===== config.mk =====
export PLATFORM = sky130hd
export DESIGN_NAME = edf_tick_scheduler_core_flat
export DESIGN_NICKNAME = d
export VERILOG_FILES = /design/src/rtl/core/edfs_pkg.sv /design/src/rtl/core/edfs_if.sv /design/src/rtl/core/edfs_ram.sv /design/src/rtl/core/edf_tick_scheduler_core.sv /design/src/flat_wrapper.sv
export SDC_FILE = /design/constraint.sdc
export NUM_CORES = 2
export LEC_CHECK = 0
export BUFFER_PORTS_ARGS = -buffer_cell sky130_fd_sc_hd__buf_4
export CORE_MARGIN = 2
export CORE_UTILIZATION = 65
export CTS_CLUSTER_SIZE = 16
export DETAILED_ROUTE_END_ITERATION = 10
export HOLD_SLACK_MARGIN = 0.08
export MAX_ROUTING_LAYER = met4
export PLACE_DENSITY = 0.82
export REMOVE_ABC_BUFFERS = 1
export SLEW_MARGIN = 20
export SYNTH_ARGS = -nofsm -noshare
export SYNTH_HDL_FRONTEND = slang
export SYNTH_SLANG_ARGS = --single-unit

===== constraint.sdc =====
create_clock -name clk -period 15.5 [get_ports clk]
set_clock_uncertainty 0.1 [all_clocks]
set_input_delay 2.325 -clock clk [delete_from_list [all_inputs] [get_ports clk]]
set_output_delay 2.325 -clock clk [all_outputs]
set_load 0.05 [all_outputs]

===== src/rtl/core/edfs_pkg.sv =====
// Shared field widths and operation codes for the EDF tick scheduler.
`default_nettype none

package edfs_pkg;

  localparam int OP_W    = 1;
  localparam int INDEX_W = 4;
  localparam int LABEL_W = 8;
  localparam int FIELD_W = 16;
  localparam int ACT_W   = 5;

  localparam logic [OP_W-1:0] OP_TICK = 1'b0;
  localparam logic [OP_W-1:0] OP_LOAD = 1'b1;

endpackage

`default_nettype wire


===== src/rtl/core/edfs_if.sv =====
// Channel interfaces: command in, schedule result out, configuration write.
`default_nettype none

interface edfs_cmd_if;
  import edfs_pkg::*;
  logic               valid;
  logic               ready;
  logic [OP_W-1:0]    operation;
  logic [INDEX_W-1:0] task_index;
  logic [LABEL_W-1:0] task_label;
  logic [FIELD_W-1:0] burst;
  logic [FIELD_W-1:0] rel_deadline;
  logic [FIELD_W-1:0] period;

  modport source (
    output valid, operation, task_index, task_label, burst, rel_deadline, period,
    input  ready
  );
  modport sink (
    input  valid, operation, task_index, task_label, burst, rel_deadline, period,
    output ready
  );
endinterface

interface edfs_rsp_if;
  import edfs_pkg::*;
  logic               valid;
  logic               ready;
  logic               running;
  logic [INDEX_W-1:0] run_index;
  logic [LABEL_W-1:0] run_label;

  modport source (
    output valid, running, run_index, run_label,
    input  ready
  );
  modport sink (
    input  valid, running, run_index, run_label,
    output ready
  );
endinterface

interface edfs_cfg_if;
  import edfs_pkg::*;
  logic             valid;
  logic             ready;
  logic [ACT_W-1:0] data;

  modport source (
    output valid, data,
    input  ready
  );
  modport sink (
    input  valid, data,
    output ready
  );
endinterface

`default_nettype wire


===== src/rtl/core/edfs_ram.sv =====
// Simple dual-port synchronous RAM, one write and one registered read port.
`default_nettype none

module edfs_ram #(
  parameter int WIDTH = 8,
  parameter int DEPTH = 16,
  parameter int AW    = 4
) (
  input  logic             clk,
  input  logic             we,
  input  logic [AW-1:0]    waddr,
  input  logic [WIDTH-1:0] wdata,
  input  logic [AW-1:0]    raddr,
  output logic [WIDTH-1:0] rdata
);

  logic [WIDTH-1:0] mem [DEPTH];

  always_ff @(posedge clk) begin
    if (we) begin
      mem[waddr] <= wdata;
    end
  end

  always_ff @(posedge clk) begin
    rdata <= mem[raddr];
  end

endmodule

`default_nettype wire


===== src/rtl/core/edf_tick_scheduler_core.sv =====
// Top level: periodic-task earliest-deadline-first dispatcher.
`default_nettype none

// Each cmd transaction yields exactly one rsp transaction. A load writes one
// task entry (if its index is below MAX_TASKS) and answers with running = 0;
// a new cmd is taken only once the previous result has been registered.
// A tick walks the active entries (n = min(active_tasks, MAX_TASKS)) through
// the state memory at one entry per cycle, releasing, comparing deadlines and
// advancing counters in a single read-modify-write sweep, then re-reads the
// chosen entry to take one unit off its work; an idle tick skips the re-read.
// The walk length is set by the single read port of the state memory.
// Work, deadline and phase counters come out of reset as zero through
// per-entry valid flags, so there is no clearing pass. A finished result waits
// in the rsp register while the next cmd is already being taken; that cmd then
// holds in its result cycle until the register frees up. The user must write
// configuration only while no command is outstanding; the block itself does
// not enforce it.
module edf_tick_scheduler_core #(
  parameter int MAX_TASKS = 16,
  parameter int TIME_BITS = 16
) (
  input logic        clk,
  input logic        rst,
  edfs_cmd_if.sink   cmd,
  edfs_cfg_if.sink   cfg,
  edfs_rsp_if.source rsp
);
  import edfs_pkg::*;

  localparam int AW  = (MAX_TASKS > 1) ? $clog2(MAX_TASKS) : 1;
  localparam int CW  = $clog2(MAX_TASKS + 1);
  localparam int TB  = TIME_BITS;
  localparam int TDW = TIME_BITS + 2;
  localparam int DW  = 2 * TB + TDW;
  localparam int SW  = LABEL_W + 3 * TB;

  localparam logic signed [TDW-1:0] TTD_MIN = {1'b1, {(TDW-1){1'b0}}};

  localparam logic [2:0] ST_IDLE   = 3'd0;
  localparam logic [2:0] ST_SCAN   = 3'd1;
  localparam logic [2:0] ST_DEC_RD = 3'd2;
  localparam logic [2:0] ST_DEC_WR = 3'd3;
  localparam logic [2:0] ST_DONE   = 3'd4;

  logic [2:0]           state;
  logic [ACT_W-1:0]     active_tasks;
  logic [CW-1:0]        n_act;
  logic [CW-1:0]        rd_cnt;
  logic                 pend;
  logic [AW-1:0]        pend_idx;
  logic                 found;
  logic signed [TDW-1:0] best;
  logic [AW-1:0]        pick_idx;
  logic [LABEL_W-1:0]   pick_label;
  logic [MAX_TASKS-1:0] valid_bits;
  logic                 rd_vld;

  logic               rsp_valid;
  logic               rsp_running;
  logic [INDEX_W-1:0] rsp_index;
  logic [LABEL_W-1:0] rsp_label;

  logic          cmd_fire;
  logic          idx_ok;
  logic          rd_issue;
  logic [CW-1:0] n_clamp;
  logic [AW-1:0] rd_addr;

  logic          st_we;
  logic [SW-1:0] st_wdata;
  logic [SW-1:0] st_rdata;
  logic          dyn_we;
  logic [AW-1:0] dyn_waddr;
  logic [DW-1:0] dyn_wdata;
  logic [DW-1:0] dyn_rdata;
  logic [DW-1:0] dyn;

  logic [LABEL_W-1:0]    label;
  logic [TB-1:0]         burst_s;
  logic [TB-1:0]         deadline_s;
  logic [TB-1:0]         period_s;
  logic [TB-1:0]         work_cur;
  logic signed [TDW-1:0] ttd_cur;
  logic [TB-1:0]         phase_cur;
  logic                  release_hit;
  logic [TB-1:0]         work_rel;
  logic signed [TDW-1:0] ttd_rel;
  logic signed [TDW-1:0] ttd_adv;
  logic [TB-1:0]         phase_rel;
  logic                  cand;

  assign cmd.ready = (state == ST_IDLE);
  assign cfg.ready = 1'b1;
  assign rsp.valid     = rsp_valid;
  assign rsp.running   = rsp_running;
  assign rsp.run_index = rsp_index;
  assign rsp.run_label = rsp_label;

  assign cmd_fire = cmd.valid && cmd.ready;
  assign idx_ok   = int'(cmd.task_index) < MAX_TASKS;
  assign n_clamp  = (int'(active_tasks) > MAX_TASKS) ? CW'(MAX_TASKS) : CW'(active_tasks);
  assign rd_issue = (state == ST_SCAN) && (rd_cnt < n_act);
  assign rd_addr  = (state == ST_DEC_RD) ? pick_idx : AW'(rd_cnt);

  // entry fields; counters of a never-written entry read as zero
  assign dyn        = rd_vld ? dyn_rdata : '0;
  assign label      = st_rdata[SW-1 -: LABEL_W];
  assign burst_s    = st_rdata[3*TB-1 -: TB];
  assign deadline_s = st_rdata[2*TB-1 -: TB];
  assign period_s   = st_rdata[TB-1:0];
  assign work_cur   = dyn[DW-1 -: TB];
  assign ttd_cur    = $signed(dyn[TB +: TDW]);
  assign phase_cur  = dyn[TB-1:0];

  assign release_hit = (phase_cur == period_s);
  assign work_rel    = release_hit ? burst_s : work_cur;
  assign ttd_rel     = release_hit ? $signed({2'b00, deadline_s}) : ttd_cur;
  assign phase_rel   = release_hit ? '0 : phase_cur;
  assign ttd_adv     = (ttd_rel != TTD_MIN) ? ttd_rel - TDW'(1) : ttd_rel;
  assign cand        = (work_rel != '0) && (!found || (ttd_rel < best));

  assign st_we    = cmd_fire && (cmd.operation == OP_LOAD) && idx_ok;
  assign st_wdata = {cmd.task_label, TB'(cmd.burst), TB'(cmd.rel_deadline), TB'(cmd.period)};

  always_comb begin
    dyn_we    = 1'b0;
    dyn_waddr = AW'(cmd.task_index);
    dyn_wdata = {TB'(cmd.burst), $signed({2'b00, TB'(cmd.rel_deadline)}), {TB{1'b0}}};
    case (state)
      ST_IDLE: begin
        dyn_we = st_we;
      end
      ST_SCAN: begin
        dyn_we    = pend;
        dyn_waddr = pend_idx;
        dyn_wdata = {work_rel, ttd_adv, phase_rel + TB'(1)};
      end
      ST_DEC_WR: begin
        dyn_we    = 1'b1;
        dyn_waddr = pick_idx;
        dyn_wdata = {work_cur - TB'(1), ttd_cur, phase_cur};
      end
      default: begin
        dyn_we = 1'b0;
      end
    endcase
  end

  edfs_ram #(.WIDTH(SW), .DEPTH(MAX_TASKS), .AW(AW)) u_task_ram (
    .clk   (clk),
    .we    (st_we),
    .waddr (AW'(cmd.task_index)),
    .wdata (st_wdata),
    .raddr (rd_addr),
    .rdata (st_rdata)
  );

  edfs_ram #(.WIDTH(DW), .DEPTH(MAX_TASKS), .AW(AW)) u_state_ram (
    .clk   (clk),
    .we    (dyn_we),
    .waddr (dyn_waddr),
    .wdata (dyn_wdata),
    .raddr (rd_addr),
    .rdata (dyn_rdata)
  );

  always_ff @(posedge clk) begin
    rd_vld <= valid_bits[rd_addr];
  end

  always_ff @(posedge clk) begin
    if (rst) begin
      state        <= ST_IDLE;
      active_tasks <= '0;
      valid_bits   <= '0;
      rsp_valid    <= 1'b0;
      rd_cnt       <= '0;
      pend         <= 1'b0;
      found        <= 1'b0;
    end else begin
      if (cfg.valid) begin
        active_tasks <= cfg.data;
      end
      if (dyn_we) begin
        valid_bits[dyn_waddr] <= 1'b1;
      end
      if ((state == ST_DONE) && (!rsp_valid || rsp.ready)) begin
        rsp_valid <= 1'b1;
      end else if (rsp.ready) begin
        rsp_valid <= 1'b0;
      end
      case (state)
        ST_IDLE: begin
          if (cmd.valid) begin
            found  <= 1'b0;
            rd_cnt <= '0;
            pend   <= 1'b0;
            n_act  <= n_clamp;
            state  <= (cmd.operation == OP_LOAD) ? ST_DONE : ST_SCAN;
          end
        end
        ST_SCAN: begin
          pend     <= rd_issue;
          pend_idx <= AW'(rd_cnt);
          if (rd_issue) begin
            rd_cnt <= rd_cnt + CW'(1);
          end
          if (pend && cand) begin
            found      <= 1'b1;
            best       <= ttd_rel;
            pick_idx   <= pend_idx;
            pick_label <= label;
          end
          // sweep drained: last write-back has landed
          if (!rd_issue && !pend) begin
            state <= found ? ST_DEC_RD : ST_DONE;
          end
        end
        ST_DEC_RD: begin
          state <= ST_DEC_WR;
        end
        ST_DEC_WR: begin
          state <= ST_DONE;
        end
        ST_DONE: begin
          if (!rsp_valid || rsp.ready) begin
            rsp_running <= found;
            rsp_index   <= found ? INDEX_W'(pick_idx) : '0;
            rsp_label   <= found ? pick_label : '0;
            state       <= ST_IDLE;
          end
        end
        default: begin
          state <= ST_IDLE;
        end
      endcase
    end
  end

  a_load_to_done: assert property (@(posedge clk) disable iff (rst)
    (cmd_fire && (cmd.operation == OP_LOAD)) |=> (state == ST_DONE))
    else $error("load did not go straight to result");

  a_no_rw_overlap: assert property (@(posedge clk) disable iff (rst)
    (pend && rd_issue) |-> (AW'(rd_cnt) != pend_idx))
    else $error("scan read and write-back hit the same entry");

  a_rsp_from_done: assert property (@(posedge clk) disable iff (rst)
    $rose(rsp_valid) |-> ($past(state) == ST_DONE))
    else $error("result raised outside the result state");

  a_pick_written: assert property (@(posedge clk) disable iff (rst)
    (state == ST_DEC_WR) |-> rd_vld)
    else $error("picked entry has no valid counters");

endmodule

`default_nettype wire

===== src/flat_wrapper.sv =====
// flat-port wrapper written by rule: the top's interface ports become plain ports
module edf_tick_scheduler_core_flat import edfs_pkg::*;
#(
  parameter int MAX_TASKS = 16,
  parameter int TIME_BITS = 16
)
  (clk, rst, cmd_valid, cmd_operation, cmd_task_index, cmd_task_label, cmd_burst, cmd_rel_deadline, cmd_period, cmd_ready, cfg_valid, cfg_data, cfg_ready, rsp_valid, rsp_running, rsp_run_index, rsp_run_label, rsp_ready);
  edfs_cmd_if cmd_i ();
  edfs_cfg_if cfg_i ();
  edfs_rsp_if rsp_i ();
  input logic clk;
  input logic rst;
  input wire logic [$bits(cmd_i.valid)-1:0] cmd_valid;
  input wire logic [$bits(cmd_i.operation)-1:0] cmd_operation;
  input wire logic [$bits(cmd_i.task_index)-1:0] cmd_task_index;
  input wire logic [$bits(cmd_i.task_label)-1:0] cmd_task_label;
  input wire logic [$bits(cmd_i.burst)-1:0] cmd_burst;
  input wire logic [$bits(cmd_i.rel_deadline)-1:0] cmd_rel_deadline;
  input wire logic [$bits(cmd_i.period)-1:0] cmd_period;
  output wire logic [$bits(cmd_i.ready)-1:0] cmd_ready;
  input wire logic [$bits(cfg_i.valid)-1:0] cfg_valid;
  input wire logic [$bits(cfg_i.data)-1:0] cfg_data;
  output wire logic [$bits(cfg_i.ready)-1:0] cfg_ready;
  output wire logic [$bits(rsp_i.valid)-1:0] rsp_valid;
  output wire logic [$bits(rsp_i.running)-1:0] rsp_running;
  output wire logic [$bits(rsp_i.run_index)-1:0] rsp_run_index;
  output wire logic [$bits(rsp_i.run_label)-1:0] rsp_run_label;
  input wire logic [$bits(rsp_i.ready)-1:0] rsp_ready;
  assign cmd_i.valid = cmd_valid;
  assign cmd_i.operation = cmd_operation;
  assign cmd_i.task_index = cmd_task_index;
  assign cmd_i.task_label = cmd_task_label;
  assign cmd_i.burst = cmd_burst;
  assign cmd_i.rel_deadline = cmd_rel_deadline;
  assign cmd_i.period = cmd_period;
  assign cmd_ready = cmd_i.ready;
  assign cfg_i.valid = cfg_valid;
  assign cfg_i.data = cfg_data;
  assign cfg_ready = cfg_i.ready;
  assign rsp_valid = rsp_i.valid;
  assign rsp_running = rsp_i.running;
  assign rsp_run_index = rsp_i.run_index;
  assign rsp_run_label = rsp_i.run_label;
  assign rsp_i.ready = rsp_ready;
  edf_tick_scheduler_core #(.MAX_TASKS(MAX_TASKS), .TIME_BITS(TIME_BITS)) u_core (.clk(clk), .rst(rst), .cmd(cmd_i), .cfg(cfg_i), .rsp(rsp_i));
endmodule

# Word-level counts from Yosys, hierarchy flattened
# Memories as Yosys holds them, arrays and structs flattened. A register that Yosys moved wholly into a read port is not among the register bits.
# Cells that the tools add are included.
# W data, S select, Z words.
dict set report word_totals {
  ff_bits 85
  out_inout_bits 16
  word_cells 99
  n_memories 2
  ramBits 1696
  inputBits 71
}
dict set report classes {
  n_mux 32
  add_sub_neg 4
  reduce_logical 26
  n_lt_le_gt_ge 6
  bitwise 2
  eq_ne 11
}
# memory depth word_bits read_ports rd_ports_with_merged_regs write_ports line
set mem_list {}
lappend mem_list {u_core.u_task_ram.mem 16 56 1 1 1 edfs_ram.sv:17} ;# logic [WIDTH-1:0] mem [DEPTH];
lappend mem_list {u_core.u_state_ram.mem 16 50 1 1 1 edfs_ram.sv:17}
# cell count
set op_table {}
lappend op_table {{$pmux W50 S2} 1}
lappend op_table {{$mux W50} 1}
lappend op_table {{$mux W18} 2}
lappend op_table {{$mux W16} 2}
lappend op_table {{$lt A18 B18 Y1} 1}
lappend op_table {{$ne A18 B18 Y1 const B} 1}
lappend op_table {{$reduce_and A3 Y1} 6}
lappend op_table {{$sub A18 B2 Y18 const B} 1}
lappend op_table {{$add A16 B1 Y16 const B} 1}
lappend op_table {{$eq A16 B16 Y1} 1}
lappend op_table {{$or A16 B16 Y16} 1}
lappend op_table {{$reduce_bool A16 Y1} 1}
lappend op_table {{$sub A16 B1 Y16 const B} 1}
lappend op_table {{$mux W3} 5}
lappend op_table {{$pmux W3 S5} 1}
lappend op_table {{$lt A4 B5 Y1 const B} 2}
lappend op_table {{$mux W1} 10}
lappend op_table {{$mux W5} 2}
lappend op_table {{$pmux W5 S2} 1}
lappend op_table {{$logic_and A1 B1 Y1} 8}
lappend op_table {{$ne A2 B2 Y1 const B} 4}
lappend op_table {{$pmux W4 S2} 1}
lappend op_table {{$eq A3 B2 Y1 const B} 2}
lappend op_table {{$add A5 B1 Y5 const B} 1}
lappend op_table {{other kinds (17)} 24}

# Depth between registers and ports, before layout
dict set report logic_depth {
  depth_word 9
  ltp_mapped 20
  ltp_nobuf 15
}

# By module
# From an unflattened synthesis, not the netlist that was laid out.
dict set report hier_totals {
  cells_unflattened 3603
  area_unflattened_um2 72463.2
}
# mod seq_area_each_um2 cells_each area_per_inst_um2 n_inst
set by_module_without_submodules {}
lappend by_module_without_submodules {{edfs_ram (u_core.u_task_ram)} 28026.9 1445 34678.3 1}
lappend by_module_without_submodules {{edfs_ram (u_core.u_state_ram)} 25024.0 1294 30910.9 1}
lappend by_module_without_submodules {edf_tick_scheduler_core 2222.1 864 6874.1 1}

# Worst setup path after synthesis
# No wires, ideal clock.
dict set report synth_timing {
  kind {input to register}
  startpoint {input cmd_valid}
  endpoint {memory u_core.u_task_ram.mem[0][0] in the netlist's numbering, enable pin}
  n_path_buf 0
  setup_slack_ns 8.124
  arrival_ns 6.737
  setup_time_ns 0.539
  required_ns 14.861
  path_stages 4
  cell_sequence {and2_1 > nand2_1 > or3_1 > nor3_1}
}
dict set report synth_via {
  elab_chain_len 4
}
# item line
set synth_lines {}
lappend synth_lines {{from (decl)} flat_wrapper.sv:13} ;# input wire logic [$bits(cmd_i.valid)-1:0] cmd_valid;
lappend synth_lines {{$logic_and A1 B1 Y1} edf_tick_scheduler_core.sv:99} ;# assign cmd_fire = cmd.valid && cmd.ready;
lappend synth_lines {{$logic_and A1 B1 Y1} edf_tick_scheduler_core.sv:122} ;# assign st_we = cmd_fire && (cmd.operation == OP_LOAD) && idx_ok;
lappend synth_lines {{$mux W1} edfs_ram.sv:20} ;# if (we) begin
lappend synth_lines {{$mux W1 (not written as such)} edfs_ram.sv:21} ;# mem[waddr] <= wdata;
lappend synth_lines {{to (decl)} edfs_ram.sv:17}
# Every way passes these cells.

# Worst setup path in the final report
dict set report layout_timing {
  startpoint {register u_core.state[1]}
  endpoint {register u_core.u_state_ram.rdata[10], read port of u_core.u_state_ram.mem}
}
dict set report layout_via {
  elab_chain_len 2
}
# item line
set layout_lines {}
lappend layout_lines {{from (decl)} edf_tick_scheduler_core.sv:45} ;# logic [2:0] state;
lappend layout_lines {{from (signal assigned)} edf_tick_scheduler_core.sv:199} ;# state <= (cmd.operation == OP_LOAD) ? ST_DONE : ST_SCAN;
lappend layout_lines {{from (signal assigned)} edf_tick_scheduler_core.sv:216} ;# state <= found ? ST_DEC_RD : ST_DONE;
lappend layout_lines {{$eq A3 B2 Y1} edf_tick_scheduler_core.sv:103} ;# assign rd_addr = (state == ST_DEC_RD) ? pick_idx : AW'(rd_cnt);
lappend layout_lines {{$mux W4} edf_tick_scheduler_core.sv:103}
lappend layout_lines {{to (decl)} edfs_ram.sv:14} ;# output logic [WIDTH-1:0] rdata
# Every way passes these cells.
# A chain may end at the register's enable or synchronous reset.

==> flow_metrics.py <==
metrics = {
    "pwr": {
        "p_leak_uw": 0.02753,
        "power-per-cell-area_nw_per_um2": 125.2,
        "ir_worst_vdd_v": 0.0001078,
    },
    "global_route": {
        "grt_pass1_vias": 45660,
        "grt-ovfl-total": 0,
        "grt_max_degree": 252,
        "grt_use_total_pct": 30.61,
        "antenna_found_initial": 10,
        "grt_first_pass_wirelength_um": 268800,
    },
    "floorplanning": {
        "die_h_um": 345.2,
        "start_util_pct": 65.29,
        "core_area_um2": 115900,
        "die_width_um": 345.2,
        "die_area_um2": 119200,
        "io_pins": 87,
        "row_count": 125,
    },
    "yosys": {
        "synth_cell_types": 63,
        "syn_avg_cell_area_um2": 13.66,
        "ys_seq_elements": 1887,
        "ys_seq_area_share_pct": 73.05,
        "ys.warnings.count": 0,
        "syn_area_um2": 75670,
        "synth-edff-count": 1748,
        "synth_common_cells": "1,748 x edfxtp_1, 966 x nand2_1, 541 x a211oi_1, 419 x and2_1, 350 x clkbuf_1",
        "async_reset_ff_share_pct": 0,
        "synth_area_leaders": "edfxtp_1 69%, a211oi_1 5.4%, nand2_1 4.8%",
        "synth_top_cell_by_area": "edfxtp_1",
        "synth.top_cell.area_share_pct": 69.37,
        "synthFlopType": "edfxtp_1",
        "syn_inst": 5539,
        "synth.most_common_cell": "edfxtp_1",
    },
    "placed_design": {
        "place_ws_ns": 9.586,
        "place_congestion": 0.9021,
        "place_hpwl_um": 90310,
        "portBuffers": 85,
    },
    "cts": {
        "post_cts_resized": 0,
        "cts.sinks": 1887,
        "cts_max_path_buffers": 3,
        "cts_tree": "built",
        "post_cts_buffers": 0,
        "htree_num_levels": 4,
        "cts_root_buffer": "clkbuf_16",
        "clk_latency_ns": 0.78,
        "cts.clk_slew.worst_paths_ns": 0.06,
        "cts_hold_buf": 0,
        "numCtsBuffers": 174,
    },
    "routing": {
        "vias": 47670,
        "dr.pass1.iters": 6,
        "wl_per_cell_um": 25.13,
        "ant_nets": 0,
        "avgViaCountPerCell": 6.648,
        "drc_errors": 0,
        "wl_um": 180100,
        "drt_iter0_drc": 6273,
    },
    "sta": {
        "setup_viol": 0,
        "hold_viol": 0,
        "rsz0062_at_grt": "false",
        "maxSlewViolCount": 0,
        "relSlewSlack_pct": 24.55,
        "finalWorstSetupSlack_ns": 9.393,
        "tightest_slew_ns": 1.132,
        "fin_crit_sh_pct": 39.40,
        "layout_min_cycle_time_ns": 6.107,
        "fin_tns_setup_ns": 0,
        "fmax_mhz": 163.8,
    },
    "setup_path": {
        "timing.rr.start": "u_core.state[1]",
        "cp_common_cell": "buf_4",
        "critPathMaxFanout": 197,
        "cpMaxStageDelayCell": "buf_4",
        "reg2reg_depth": 11,
        "end_kind": "flip-flop",
        "slowest_delay_ns": 0.91,
        "critPathRequiredTime_ns": 16.07,
        "cp-start-kind": "flip-flop",
        "crit_chain": "nand2b_1, nor2_2, mux2i_4, buf_12, buf_4, buf_4, buf_4, a211oi_1, a311oi_1, a211oi_1, a21oi_1",
        "cp.arrival_ns": 6.68,
        "crit_start": "u_core.state[1]",
        "setup.worst_path.class": "reg2reg",
    },
    "status": {
        "status": "finished, final reports clean",
    },
    "min_path": {
        "min_path_cells": 0,
        "hold_class": "reg2reg",
        "worstHoldStart": "u_core.u_task_ram.rdata[53]",
    },
    "finish": {
        "syn_to_final_growth_pct": 10.54,
        "final_layout_size_suffix_gt1_share_pct": 9.209,
        "fin_nets": 5584,
    },
    "run": {
        "maxCapViolCount": 0,
    },
}
## registers in the layout (all words and copies together), names as in the netlist, 8 cells and up
name	flops
u_core.best	18
u_core.valid_bits	16
u_core.u_state_ram.rdata	50
u_core.pick_label	8
u_core.u_state_ram.mem	800
u_core.rsp.run_label	8
u_core.u_task_ram.mem	896
u_core.u_task_ram.rdata	56
## power by group
part / leakage [uW] / total [uW] / switching [uW] / internal (uW)
clock network: 0.00282 / 4290 / 1800 / 2490
logic: 0.00758 / 472 / 339 / 133
registers: 0.0171 / 5710 / 54.7 / 5660
total: 0.0275 / 10500 / 2190 / 8270
## path summary, 6_finish.rpt
path                                       end  slack (ns)
setup / recovery  u_core.u_state_ram.rdata[10]        9.39
hold / removal            u_core.pick_label[5]        0.31
setup reg to reg  u_core.u_state_ram.rdata[10]        9.39
hold reg to reg           u_core.pick_label[5]        0.31
## metal layers
layer	wire (um)	track usage, %	vias to the layer above	part of all wire, %
met4	6622	12.78	0	3.7
met5	0	-	-	0
met2	87790	48.02	2845	49
met1	66800	40.55	23330	37
li1	-	-	21030	-
met3	18940	4.718	466	11
## stage by stage
stage	total power, uW	hold WS, ns	instances	instance area (um^2)	utilization [%]
floorplan	6212	0.2855	5125	74010	-
global placement	6253	0.2873	6834	77720	67.06
detailed placement	6269	0.2887	6837	77800	67.14
CTS	10480	0.3077	7160	83570	72.11
global route	10730	0.3180	7170	83640	72.17
finish	10470	0.3088	7170	83640	72.17
## cell type report
class	instances	area [um^2]
clock buffers	232	4817
flip-flops and latches	1887	55280
diodes	10	25.02
inverters	41	153.9
multi-input cells	3197	18970
well taps	1524	1907
repair buffers	188	1550
clock inverters	91	944.7
fillers	6833	32250
## placed cells by master, fill, tap and decap left out, drive strengths merged, types with 5 or more instances in the layout
cell      Yosys  routed
a211oi      541     541
inv          41      48
nand2b        8       8
mux2          9       9
nand3        29      29
o21a         16      16
a311oi      216     216
and2        454     454
o31ai        10      10
and3          5       5
xnor2        12      12
a21oi       272     272
edfxtp     1748    1748
bufinv        0      18
nor4          8       8
clkinvlp      0       7
or3          11      11
clkbuf      350     232
a31oi       224     224
nand4        11      11
o22ai        12      12
mux2i        29      29
nand4b        9       9
xor2         16      16
a21o         14      14
ha           24      24
or4           8       8
clkinv        0      59
nor2b        13      13
nand3b        6       6
nor2        119     119
o211ai        7       7
a221oi        9       9
dfxtp       139     139
diode         0      10
o21ai        73      73
nand2       966     966
nor3         30      30
buf          64     188
## worst max-delay path, delay by kind of cell (launching register included)
| family | cells | cell delay, ns |
|---|---|---|
| AO/OA/AOI/OAI | 4 | 0.78 |
| multiplexers | 1 | 0.36 |
| AND/OR/NAND/NOR | 2 | 0.69 |
| buffers and inverters | 4 | 3.23 |
| flip-flops | 1 | 0.61 |
## cell families after synthesis
family	Yosys count	share of synthesized area, %
other cells	1	0.004956
fa+ha+maj	24	0.3969
compound gates	1416	12.92
mux	38	0.5176
xor+xnor	28	0.3241
flops	1887	73.05
simple gates	1690	10.39
buf+inv	455	2.391
Note: power is estimated with default switching activity, not from simulation.
